`src/rtl/rc4_pkg.sv`:
```
`default_nettype none

package rc4_pkg;

  localparam int PERM_DEPTH = 256;
  localparam int Q_DEPTH    = 4;
  localparam int Q_AW       = $clog2(Q_DEPTH);
  localparam int Q_CW       = $clog2(Q_DEPTH + 1);

  typedef enum logic [1:0] {
    CMD_KEY,
    CMD_KEY_END,
    CMD_DATA
  } cmd_kind_t;

  typedef struct packed {
    cmd_kind_t   kind;
    logic        rekey;
    logic [7:0]  value;
  } cmd_t;

endpackage

`default_nettype wire

```
`src/rtl/rc4_front.sv`:
```
`default_nettype none

module rc4_front (
  input  wire logic          clk,
  input  wire logic          rst,
  input  wire logic          s_tvalid,
  output logic               s_tready,
  input  wire logic [7:0]    s_tdata,   // byte_value
  input  wire logic [1:0]    s_tuser,   // req_type, rekey
  input  wire logic          s_tlast,   // key_last
  output logic               push_valid,
  input  wire logic          push_ready,
  output rc4_pkg::cmd_t      push_cmd
);

  logic          vld;
  rc4_pkg::cmd_t cmd;
  rc4_pkg::cmd_t cmd_next;

  always_comb begin
    cmd_next.value = s_tdata;
    cmd_next.rekey = 1'b0;
    if (s_tuser[0]) begin
      cmd_next.kind = rc4_pkg::CMD_DATA;
    end else if (s_tlast) begin
      cmd_next.kind  = rc4_pkg::CMD_KEY_END;
      cmd_next.rekey = s_tuser[1];
    end else begin
      cmd_next.kind = rc4_pkg::CMD_KEY;
    end
  end

  assign s_tready   = !vld || push_ready;
  assign push_valid = vld;
  assign push_cmd   = cmd;

  always_ff @(posedge clk) begin
    if (rst) begin
      vld <= 1'b0;
    end else if (s_tvalid && s_tready) begin
      vld <= 1'b1;
    end else if (push_ready) begin
      vld <= 1'b0;
    end
  end

  always_ff @(posedge clk) begin
    if (s_tvalid && s_tready) begin
      cmd <= cmd_next;
    end
  end

endmodule

`default_nettype wire

```
`src/rtl/rc4_queue.sv`:
```
`default_nettype none

module rc4_queue (
  input  wire logic          clk,
  input  wire logic          rst,
  input  wire logic          push_valid,
  output logic               push_ready,
  input  wire rc4_pkg::cmd_t push_cmd,
  output logic               pop_valid,
  input  wire logic          pop_ready,
  output rc4_pkg::cmd_t      pop_cmd
);

  rc4_pkg::cmd_t                 slots [rc4_pkg::Q_DEPTH];
  logic [rc4_pkg::Q_AW-1:0]      wptr;
  logic [rc4_pkg::Q_AW-1:0]      rptr;
  logic [rc4_pkg::Q_CW-1:0]      count;
  logic                          push;
  logic                          pop;

  assign push_ready = (count != rc4_pkg::Q_CW'(rc4_pkg::Q_DEPTH));
  assign pop_valid  = (count != '0);
  assign pop_cmd    = slots[rptr];
  assign push       = push_valid && push_ready;
  assign pop        = pop_valid && pop_ready;

  always_ff @(posedge clk) begin
    if (rst) begin
      wptr  <= '0;
      rptr  <= '0;
      count <= '0;
    end else begin
      if (push) begin
        wptr <= wptr + 1'b1;
      end
      if (pop) begin
        rptr <= rptr + 1'b1;
      end
      if (push && !pop) begin
        count <= count + 1'b1;
      end else if (pop && !push) begin
        count <= count - 1'b1;
      end
    end
  end

  always_ff @(posedge clk) begin
    if (push) begin
      slots[wptr] <= push_cmd;
    end
  end

endmodule

`default_nettype wire

```
`src/rtl/rc4_core.sv`:
```
`default_nettype none

module rc4_core #(
  parameter int MAX_KEY_BYTES = 256
) (
  input  wire logic          clk,
  input  wire logic          rst,
  input  wire logic          q_valid,
  output logic               q_ready,
  input  wire rc4_pkg::cmd_t q_cmd,
  output logic               m_tvalid,
  input  wire logic          m_tready,
  output logic [7:0]         m_tdata
);

  localparam int KCW = $clog2(MAX_KEY_BYTES + 1);
  localparam int KAW = (MAX_KEY_BYTES > 1) ? $clog2(MAX_KEY_BYTES) : 1;

  typedef enum logic [3:0] {
    ST_IDLE,
    ST_DA,
    ST_DB,
    ST_DT,
    ST_DWAIT,
    ST_KRD,
    ST_KACC,
    ST_KSW1,
    ST_KSW2
  } state_t;

  state_t           state;
  logic [7:0]       i;
  logic [7:0]       j;
  logic [7:0]       a_q;
  logic [7:0]       b_q;
  logic [7:0]       t_q;
  logic [7:0]       val_q;
  logic [7:0]       res_q;
  logic [7:0]       x;
  logic [7:0]       acc;
  logic [7:0]       tmp_q;
  logic             fwd;
  logic [KAW-1:0]   kpos;
  logic [KCW-1:0]   kcnt;

  // permutation store, unwritten entries read as their own index
  logic [7:0]       perm [rc4_pkg::PERM_DEPTH];
  logic [rc4_pkg::PERM_DEPTH-1:0] pvalid;
  logic [7:0]       rd_q;
  logic             vrd_q;
  logic [7:0]       raddr_q;
  logic [7:0]       raddr;
  logic [7:0]       rdata;
  logic             we;
  logic [7:0]       waddr;
  logic [7:0]       wdata;
  logic             clr;

  logic [7:0]       kstore [MAX_KEY_BYTES];
  logic [7:0]       krd_q;
  logic [KAW-1:0]   kraddr;
  logic             kwe;

  logic             pop;
  logic             out_free;
  logic             out_load;
  logic [7:0]       tmp_v;
  logic [7:0]       acc_n;
  logic [7:0]       ks;
  logic [7:0]       res;
  logic [KCW-1:0]   kpos_inc;

  assign rdata    = vrd_q ? rd_q : raddr_q;
  assign q_ready  = (state == ST_IDLE);
  assign pop      = q_valid && q_ready;
  assign out_free = !m_tvalid || m_tready;
  assign out_load = ((state == ST_DT) || (state == ST_DWAIT)) && out_free;
  assign tmp_v    = fwd ? tmp_q : rdata;
  assign acc_n    = acc + krd_q + tmp_v;
  assign ks       = (t_q == j) ? a_q : ((t_q == i) ? b_q : rdata);
  assign res      = val_q ^ ks;
  assign kpos_inc = KCW'(kpos) + KCW'(1);
  assign kwe      = pop && (q_cmd.kind != rc4_pkg::CMD_DATA) &&
                    (kcnt < KCW'(MAX_KEY_BYTES));
  assign clr      = pop && (q_cmd.kind == rc4_pkg::CMD_KEY_END) && !q_cmd.rekey;

  always_comb begin
    raddr  = i + 8'd1;
    we     = 1'b0;
    waddr  = x;
    wdata  = rdata;
    kraddr = kpos;
    unique case (state)
      ST_IDLE: begin
        raddr = i + 8'd1;
      end
      ST_DA: begin
        raddr = j + rdata;
      end
      ST_DB: begin
        we    = 1'b1;
        waddr = i;
        wdata = rdata;
        raddr = a_q + rdata;
      end
      ST_DT: begin
        we    = 1'b1;
        waddr = j;
        wdata = a_q;
      end
      ST_DWAIT: begin
        we = 1'b0;
      end
      ST_KRD: begin
        raddr = x;
      end
      ST_KACC: begin
        raddr = acc_n;
      end
      ST_KSW1: begin
        we    = 1'b1;
        waddr = x;
        wdata = rdata;
      end
      ST_KSW2: begin
        we    = 1'b1;
        waddr = acc;
        wdata = tmp_q;
        raddr = x + 8'd1;
      end
      default: begin
        we = 1'b0;
      end
    endcase
  end

  always_ff @(posedge clk) begin
    if (we) begin
      perm[waddr] <= wdata;
    end
    rd_q    <= perm[raddr];
    vrd_q   <= pvalid[raddr];
    raddr_q <= raddr;
  end

  always_ff @(posedge clk) begin
    if (rst || clr) begin
      pvalid <= '0;
    end else if (we) begin
      pvalid[waddr] <= 1'b1;
    end
  end

  always_ff @(posedge clk) begin
    if (kwe) begin
      kstore[kcnt[KAW-1:0]] <= q_cmd.value;
    end
    krd_q <= kstore[kraddr];
  end

  always_ff @(posedge clk) begin
    if (rst) begin
      state    <= ST_IDLE;
      i        <= '0;
      j        <= '0;
      kcnt     <= '0;
      fwd      <= 1'b0;
      m_tvalid <= 1'b0;
    end else begin
      if (out_load) begin
        m_tvalid <= 1'b1;
      end else if (m_tvalid && m_tready) begin
        m_tvalid <= 1'b0;
      end
      unique case (state)
        ST_IDLE: begin
          if (pop) begin
            if (q_cmd.kind == rc4_pkg::CMD_DATA) begin
              i     <= i + 8'd1;
              val_q <= q_cmd.value;
              state <= ST_DA;
            end else begin
              if (kwe) begin
                kcnt <= kcnt + 1'b1;
              end
              if (q_cmd.kind == rc4_pkg::CMD_KEY_END) begin
                if (!q_cmd.rekey) begin
                  i <= '0;
                  j <= '0;
                end
                x     <= '0;
                acc   <= '0;
                kpos  <= '0;
                fwd   <= 1'b0;
                state <= ST_KRD;
              end
            end
          end
        end
        ST_DA: begin
          a_q   <= rdata;
          j     <= j + rdata;
          state <= ST_DB;
        end
        ST_DB: begin
          b_q   <= rdata;
          t_q   <= a_q + rdata;
          state <= ST_DT;
        end
        ST_DT: begin
          if (out_free) begin
            m_tdata  <= res;
            state    <= ST_IDLE;
          end else begin
            res_q <= res;
            state <= ST_DWAIT;
          end
        end
        ST_DWAIT: begin
          if (out_free) begin
            m_tdata  <= res_q;
            state    <= ST_IDLE;
          end
        end
        ST_KRD: begin
          state <= ST_KACC;
        end
        ST_KACC: begin
          acc   <= acc_n;
          tmp_q <= tmp_v;
          if (kpos_inc >= kcnt) begin
            kpos <= '0;
          end else begin
            kpos <= kpos_inc[KAW-1:0];
          end
          state <= ST_KSW1;
        end
        ST_KSW1: begin
          state <= ST_KSW2;
        end
        ST_KSW2: begin
          // next position may be the entry just swapped in
          fwd <= ((x + 8'd1) == acc);
          x   <= x + 8'd1;
          if (x == 8'hFF) begin
            kcnt  <= '0;
            state <= ST_IDLE;
          end else begin
            state <= ST_KACC;
          end
        end
        default: begin
          state <= ST_IDLE;
        end
      endcase
    end
  end

  a_kcnt_bound: assert property (@(posedge clk) disable iff (rst)
    kcnt <= KCW'(MAX_KEY_BYTES))
    else $error("key count beyond key store");

  a_sched_end: assert property (@(posedge clk) disable iff (rst)
    (state == ST_KSW2 && x == 8'hFF) |=> (kcnt == '0 && state == ST_IDLE))
    else $error("key count not cleared after schedule");

  a_out_src: assert property (@(posedge clk) disable iff (rst)
    $rose(m_tvalid) |-> $past(state == ST_DT || state == ST_DWAIT))
    else $error("result loaded outside data step");

  a_fwd_src: assert property (@(posedge clk) disable iff (rst)
    (state == ST_KACC && fwd) |-> $past(state == ST_KSW2))
    else $error("stale swap forwarding");

endmodule

`default_nettype wire

```
`src/rtl/rc4_stream_cipher_top.sv`:
```
// rc4 byte stream cipher
// input channel s_*: one beat per byte. s_tuser[0] selects key byte (0) or
// data byte (1); s_tlast marks the final key byte; s_tuser[1] on that final
// key byte keeps the current permutation and indices instead of restarting
// from the identity. key bytes past MAX_KEY_BYTES are dropped.
// output channel m_*: one beat per data byte, input xor keystream, in order.
// key beats give no output beat.
// beats pass an input register and a four-deep command queue before the
// cipher engine. a key byte is stored in ST_IDLE; the final key byte then
// holds the engine for the key schedule: ST_KRD, then ST_KACC, ST_KSW1 and
// ST_KSW2 for each of the 256 positions, set by the single read and write
// port of the permutation memory. a data byte passes ST_DA, ST_DB and ST_DT
// (three dependent permutation reads and two writes); new commands only in ST_IDLE.
// reset restores the identity permutation at once through per-entry valid
// flags, zero indices and an empty key store; no clearing pass is needed.
// while m_tready is low one result is held and the engine stalls at the next
// data byte; key bytes before it still pass and the queue fills until full.
`default_nettype none

module rc4_stream_cipher_top #(
  parameter int MAX_KEY_BYTES = 256
) (
  input  wire logic        clk,
  input  wire logic        rst,
  input  wire logic        s_tvalid,
  output logic             s_tready,
  input  wire logic [7:0]  s_tdata,   // byte_value
  input  wire logic [1:0]  s_tuser,   // req_type, rekey
  input  wire logic        s_tlast,   // key_last
  output logic             m_tvalid,
  input  wire logic        m_tready,
  output logic [7:0]       m_tdata    // out_byte
);

  logic          push_valid;
  logic          push_ready;
  rc4_pkg::cmd_t push_cmd;
  logic          pop_valid;
  logic          pop_ready;
  rc4_pkg::cmd_t pop_cmd;

  rc4_front u_front (
    .clk        (clk),
    .rst        (rst),
    .s_tvalid   (s_tvalid),
    .s_tready   (s_tready),
    .s_tdata    (s_tdata),
    .s_tuser    (s_tuser),
    .s_tlast    (s_tlast),
    .push_valid (push_valid),
    .push_ready (push_ready),
    .push_cmd   (push_cmd)
  );

  rc4_queue u_queue (
    .clk        (clk),
    .rst        (rst),
    .push_valid (push_valid),
    .push_ready (push_ready),
    .push_cmd   (push_cmd),
    .pop_valid  (pop_valid),
    .pop_ready  (pop_ready),
    .pop_cmd    (pop_cmd)
  );

  rc4_core #(
    .MAX_KEY_BYTES (MAX_KEY_BYTES)
  ) u_core (
    .clk      (clk),
    .rst      (rst),
    .q_valid  (pop_valid),
    .q_ready  (pop_ready),
    .q_cmd    (pop_cmd),
    .m_tvalid (m_tvalid),
    .m_tready (m_tready),
    .m_tdata  (m_tdata)
  );

endmodule

`default_nettype wire
```
`config.mk`:
```
export PLATFORM = sky130hd
export DESIGN_NAME = rc4_stream_cipher_top
export DESIGN_NICKNAME = d
export VERILOG_FILES = /design/src/rtl/rc4_pkg.sv /design/src/rtl/rc4_front.sv /design/src/rtl/rc4_queue.sv /design/src/rtl/rc4_core.sv /design/src/rtl/rc4_stream_cipher_top.sv
export SDC_FILE = /design/constraint.sdc
export NUM_CORES = 2
export LEC_CHECK = 0
export BUFFER_PORTS_ARGS = -buffer_cell sky130_fd_sc_hd__buf_2
export CORE_MARGIN = 4
export CORE_UTILIZATION = 50
export CTS_BUF_LIST = sky130_fd_sc_hd__clkbuf_16
export CTS_CLUSTER_SIZE = 30
export DETAILED_ROUTE_END_ITERATION = 12
export PLACE_DENSITY_LB_ADDON = 0.3
export SLEW_MARGIN = 20
export SYNTH_ARGS = -nofsm -noshare
export SYNTH_HDL_FRONTEND = slang
export SYNTH_MEMORY_MAX_BITS = 65536
export SYNTH_SLANG_ARGS = --single-unit
```
`constraint.sdc`:
```
create_clock -name clk -period 16.55 [get_ports clk]
set_input_delay 0.8275 -clock clk [delete_from_list [all_inputs] [get_ports clk]]
set_output_delay 0.8275 -clock clk [all_outputs]
set_load 0.05 [all_outputs]
```
# Yosys cells after proc, flatten, opt, wreduce, memory -nomap -nowiden
# Memory sizes are Yosys's and may differ from the RTL's. A register that Yosys moved wholly into a read port is not among the register bits.
# Index checks and enable logic that the tools add are counted.
dict set report word_totals {
  output_inout_bits 10
  elab_cells 182
  ram_bits 4140
  in_bits 15
  n_memories 3
  register_bits 395
}
# memory words word_bits rd rd_clocked_by_memory_dff write_ports line
set mem_list {}
lappend mem_list {u_core.kstore 256 8 1 1 1 rc4_core.sv:59} ;# logic [7:0] kstore [MAX_KEY_BYTES];
lappend mem_list {u_core.perm 256 8 1 1 1 rc4_core.sv:47} ;# logic [7:0] perm [rc4_pkg::PERM_DEPTH];
lappend mem_list {u_queue.slots 4 11 1 1 1 rc4_queue.sv:14} ;# rc4_pkg::cmd_t slots [rc4_pkg::Q_DEPTH];
dict set report classes {
  n_mux 59
  add_sub_neg 12
  bitwise_logic 5
  n_reduce_logical 46
  eq_ne 26
  n_lt_le_gt_ge 5
}
# op count
set ops {}
lappend ops {{256-bit OR} 1}
lappend ops {{8-bit 2-to-1 mux} 15}
lappend ops {{8-bit one-hot mux with 2 select lines} 6}
lappend ops {{8-bit one-hot mux with 5 select lines} 1}
lappend ops {{9-bit 2-to-1 mux} 4}
lappend ops {{4-bit one-hot mux with 9 select lines} 1}
lappend ops {{8-bit adder} 4}
lappend ops {{8-bit equality test} 3}
lappend ops {{8-bit one-hot mux with 3 select lines} 1}
lappend ops {{5-bit AND reduction} 4}
lappend ops {{8-bit by 9-bit < comparator with 1-bit output, second input constant} 2}
lappend ops {{9-bit one-hot mux with 2 select lines} 1}
lappend ops {{1-bit 2-to-1 mux} 17}
lappend ops {{8-bit by 1-bit adder with 8-bit output, second input constant} 2}
lappend ops {{4-bit by 3-bit equality test with 1-bit output, second input constant} 4}
lappend ops {{4-bit 2-to-1 mux} 4}
lappend ops {{4-bit AND reduction} 4}
lappend ops {{2-bit nonzero test} 8}
lappend ops {{2-bit inequality test, second input constant} 7}
lappend ops {{1-bit logical AND} 12}
lappend ops {{3-bit 2-to-1 mux} 4}
lappend ops {{8-bit by 1-bit adder with 9-bit output, second input constant} 1}
lappend ops {{9-bit by 1-bit adder with 9-bit output, second input constant} 1}
lappend ops {{9-bit >= comparator} 1}
lappend ops {{27 further kinds} 45}

# Logic depth before layout (Yosys ltp)
dict set report logic_depth {
  ltp_word 8
  ltp_mapped 23
}

# Hierarchy
# From an unflattened synthesis, not the netlist that was laid out.
dict set report hier_totals {
  cells_unflattened 10893
  hier_area_um2 180324.2
}
# module area_each_um2 n_inst seq_area_each_um2 cells_per_inst
set modules_own_cells {}
lappend modules_own_cells {rc4_core 177848.1 1 131646.3 10770}
lappend modules_own_cells {rc4_queue 2070.7 1 1501.4 105}
lappend modules_own_cells {rc4_front 405.4 1 350.3 18}

# Worst setup path after synthesis
# OpenSTA, ideal clock, no wires.
dict set report synth_path {
  path_type {register to register}
  startpoint {reg u_core.state[2]}
  endpoint {mem u_core.perm[0][7] (data pin)}
  period_less_slack_ns 14.275
  required_time_ns 14.308
  setup_slack_ns 2.275
  path_stages_with_launch 8
  arrival_time_ns 12.033
  cell_sequence {dfxtp_1 -> buf_2 -> buf_1 -> clkbuf_1 -> nor2b_1 -> and2_0 -> clkbuf_1 -> o31ai_1}
}
dict set report synth_via {
  elab_chain_cells 2
  word_cells_on_any_way 3
}
# element line
set synth_lines {}
lappend synth_lines {{start: declaration} rc4_core.sv:31} ;# state_t state;
lappend synth_lines {{start signal: assignment} rc4_core.sv:163} ;# state <= ST_IDLE;
lappend synth_lines {{start signal: assignment} rc4_core.sv:181} ;# state <= ST_DA;
lappend synth_lines {{start signal: assignment} rc4_core.sv:195} ;# state <= ST_KRD;
lappend synth_lines {{4-bit equality test or 4-bit by 2-bit equality test with 1-bit output (tied branches)} rc4_core.sv:93} ;# unique case (state)
lappend synth_lines {{8-bit one-hot mux with 2 select lines (*)} rc4_core.sv:93}
lappend synth_lines {{via u_core.wdata[7]} rc4_core.sv:56} ;# logic [7:0] wdata;
lappend synth_lines {{end: declaration} rc4_core.sv:47}
# Mark *: on every way through the listed nets, which the timed path passes. The rest lies on a longest branch.

# Worst setup path in the final report
dict set report layout_path {
  startpoint {reg u_core.vrd_q}
  endpoint {reg u_core.rd_q[5] (read register of u_core.perm)}
}
dict set report layout_via {
  elab_chain_cells 4
  word_cells_on_any_way 6
}
# element line
set layout_lines {}
lappend layout_lines {{start: declaration} rc4_core.sv:50} ;# logic vrd_q;
lappend layout_lines {{start signal: assignment} rc4_core.sv:142} ;# vrd_q <= pvalid[raddr];
lappend layout_lines {{8-bit 2-to-1 mux} rc4_core.sv:73} ;# assign rdata = vrd_q ? rd_q : raddr_q;
lappend layout_lines {{via u_core.rdata[0]} rc4_core.sv:53} ;# logic [7:0] rdata;
lappend layout_lines {{8-bit 2-to-1 mux} rc4_core.sv:78} ;# assign tmp_v = fwd ? tmp_q : rdata;
lappend layout_lines {{via u_core.tmp_v[0]} rc4_core.sv:67} ;# logic [7:0] tmp_v;
lappend layout_lines {{8-bit adder} rc4_core.sv:79} ;# assign acc_n = acc + krd_q + tmp_v;
lappend layout_lines {{8-bit one-hot mux with 5 select lines} rc4_core.sv:93}
lappend layout_lines {{end: declaration} rc4_core.sv:49} ;# logic [7:0] rd_q;
# The timed path passes the listed nets, and every way through them passes these cells.
# A chain may end at the register's enable or synchronous reset.

==> results.md <==
- Tot Pwr: 35.2 mW
- Sum of negative setup slack: 0 ns
- Number of register bits inferred by synthesis: 4553
- Clock share of power: 27.2%
- Outcome: finished, final reports clean
- Die Outline Area: 0.369 mm^2
- Largest fanout of any net on the critical path: 124
- GRT busiest layer: met2
- Initial Util: 50.3%
- Wire per inst: 29.1 um
- Number of maximum-capacitance constraint violations: 0
- Share of flip-flops with an asynchronous set or reset: 0%
- Worst Setup End Kind: register
- Total detailed-routing wirelength: 464 mm
- Summed area of non-filler cells in the final layout: 0.198 mm^2
- Cell leakage power: 63.8 nW
- TritonCTS Buffers: 439
- Port Buf Inserts: 24
- Switching power as a share of total power: 35.7%
- Met3 layer usage reported by global route: 4.39%
- Layout overhead on the synthesized area: 10.6%
- Final Skew: 0.0662 ns
- Post-synthesis net count: 10900
- Startpoint Class: register
- Cell Area, Placed: 0.184 mm^2
- Period minus WS final: 8.36 ns
- Chip Width: 607 um
- Power Density: 178 mW/mm^2
- Most instantiated cells after synthesis: sky130_fd_sc_hd__edfxtp_1, sky130_fd_sc_hd__nand2_1, sky130_fd_sc_hd__mux4_2
- Pin count of the biggest net entering global routing: 202
- Overflow left after global routing: 0
- Headroom to the max-slew limit: 2.27%
- 1st-iter DRT viols: 13700
- Unrepaired setup endpoints after global routing: no
- Cells after DPL: 15100
- DRC violation count after routing: 0
- Post-cts gate resize count: 0
- Mapped Avg Cell Area: 16.6 um^2
- Fin. Hold Viols: 0
- Clock-pin transition on the worst setup and hold timing paths: 0.06 ns
- Final clock period utilization by the worst path: 50.5%
- Worst min path class: input port to register
- Utilization after layout: 55.7%
- First-pass GRT wire length: 680 mm
- Number of setup violations in the final report: 0
- Peak supply drop: 0.000192 V
- Final count of pins violating max slew: 0
- Number of buffers on the longest clock path: 4
- Met1 layer usage reported by global route: 35.0%
- Share of the synthesized area in the top cell type: 70.8%
- Number of enable-type register cells in the synthesized netlist: 4231
- Arrival time reported for the critical path endpoint: 9.21 ns
- Worst skew pair latency: 0.98 ns
- Buffer type at the clock tree root: sky130_fd_sc_hd__clkbuf_16
- Biggest area contributors in the synthesized netlist: sky130_fd_sc_hd__edfxtp_1, sky130_fd_sc_hd__mux4_2, sky130_fd_sc_hd__nand2_1
- Relative contribution of sequential cells to total power: 41.4%
- Detailed-router iteration count before antenna repair: 6
- Worst Tran Pin Value: 1.47 ns
- I/O pin count: 25
- Count of H-tree levels built during CTS: 5
- Post-DR vias/cell: 6.28
- Sink count of the clock tree: 4553
- Synth Cell Area: 0.179 mm^2
- Die Y: 607 um
- Most instantiated library cell after synthesis: sky130_fd_sc_hd__edfxtp_1
- Number of antenna violations at the first check in global routing: 16
- Post-CTS setup repair buffer count: 0
- Count of different cell masters after synthesis: 98
- Half-perimeter wire length after detailed placement: 275 mm
- Required time reported for the critical path endpoint: 17.39 ns
- Number of standard cells in the final layout excluding fillers: 15900
- Share of cells above drive strength 1: 15.3%
- Weighted congestion reported at the end of routability-driven placement: 0.922
- CTS tree: done
- Yosys warnings: 0
- DR vias: 100000
- Comb pwr share: 31.4%
- Remaining antenna violation count after routing: 0
- Flip-flop cell with the highest count after synthesis: sky130_fd_sc_hd__edfxtp_1
- Met2 global-route usage: 39.0%
- Total Routing Usage GR: 24.9%
- Dominant cell type by area after synthesis: sky130_fd_sc_hd__edfxtp_1
- Internal power: 22.7 mW
- Area of the core: 0.356 mm^2
- Via count of the first global-routing pass: 97600
- Net count of the finished layout: 10900
- Sequential element share of the synthesized area: 74.4%
- Row Count: 219
- Max Freq: 0.120 GHz
- Category of the critical setup timing path: register to register
- Switching component of the power: 12.6 mW
- Gate count after technology mapping: 10800
through the flow:
| stage | hold WS [ns] | setup slack [ns] |
|---|---|---|
| 4_1_cts | 0.0810 | 8.26 |
| 3_5_place_dp | 0.451 | 8.31 |
| 2_1_floorplan | 0.435 | 2.28 |
| 3_3_place_gp | 0.441 | 8.46 |
| 6_report | 0.165 | 8.19 |
| 5_1_grt | 0.155 | 7.82 |
state kept, by name, summed over array words and instances, names as in the netlist, 9 cells and up, named ones only:
name,cells
u_queue.slots,44
u_front.push_cmd,11
u_core.kstore,2048
u_core.pvalid,256
u_core.perm,2048
u_core.kcnt,9
cell type report:
type                            count  area (um^2)
Timing Repair Buffer              218         1860
Sequential cell                  4553       133000
Inverter                           40          175
Antenna cell                       10         25.0
Clock buffer                      452        11300
Tap cell                         4751         5940
Clock inverter                    366         2440
Fill cell                       26800       158000
Multi-Input combinational cell   5552        43200
final timing paths:
check | start | end | slack [ns] | cells after the start
max reg2reg | u_core.vrd_q | u_core.rd_q[5] | 8.19 | 19
min reg2reg | u_core.pvalid[109] | u_core.pvalid[109] | 0.46 | 1
min | s_tvalid | u_front.push_valid | 0.17 | 3
max | u_core.vrd_q | u_core.rd_q[5] | 8.19 | 19
layout by cell type (no fill, tap or decap), drive strengths merged, types with 110 or more instances in the layout:
cell type,instances
dfxtp,322
o21a,261
clkbuf,452
nand3,581
a31oi,110
and3,131
inv,169
edfxtp,4231
mux4,808
buf,209
nand2,1767
nor2,642
clkinv,204
a21oi,305
logic make-up after synthesis:
group                    synth area share, %
flip-flops                              74.4
AND/OR/NAND/NOR                         7.95
AO/OA/AOI/OAI                           4.41
multiplexers                            10.7
buffers and inverters                   1.72
XOR/XNOR                               0.376
adder cells (fa/ha/maj)                0.423
metal layers:
metal	part of all wire (%)	wire length [um]	up-vias
met5	0.0082	38	-
met4	4.3	20100	6
met3	9.6	44500	970
met2	48	221000	5501
met1	39	179000	51600
li1	-	-	42100
worst max-delay path, stage by stage, from the launching register on:
cell and delay (ns):
sky130_fd_sc_hd__dfxtp_1 0.54, sky130_fd_sc_hd__mux2_2 0.48, sky130_fd_sc_hd__mux2_2 0.33, sky130_fd_sc_hd__fa_1 0.43, sky130_fd_sc_hd__ha_1 0.25, sky130_fd_sc_hd__fa_1 0.48
sky130_fd_sc_hd__xnor2_1 0.24, sky130_fd_sc_hd__o22a_1 0.15, sky130_fd_sc_hd__o211ai_1 0.16, sky130_fd_sc_hd__o31ai_4 0.31, sky130_fd_sc_hd__buf_12 0.52, sky130_fd_sc_hd__buf_4 0.75
sky130_fd_sc_hd__buf_4 0.82, sky130_fd_sc_hd__nand2_1 0.12, sky130_fd_sc_hd__a22oi_1 0.21, sky130_fd_sc_hd__o22a_1 0.19, sky130_fd_sc_hd__o221ai_1 0.22, sky130_fd_sc_hd__nor4_1 0.99
sky130_fd_sc_hd__o21ai_0 0.52, sky130_fd_sc_hd__nor4_1 0.37
what timing repair did:
action,CTS,global route
hold endpoints to repair,9,0
hold buffers,9,0
endpoints found under the setup margin,0,0
power groups by stage:
stage          Combinational (mW)  Clock (mW)  Sequential, mW
6_report                     11.1        9.60            14.6
3_5_place_dp                 10.9           0            14.8
5_1_grt                      11.7        10.2            14.6
4_1_cts                      10.9        9.69            14.6
2_1_floorplan                6.62           0            15.2
3_3_place_gp                 10.6           0            14.8
Note: power is estimated with default switching activity, not from simulation.
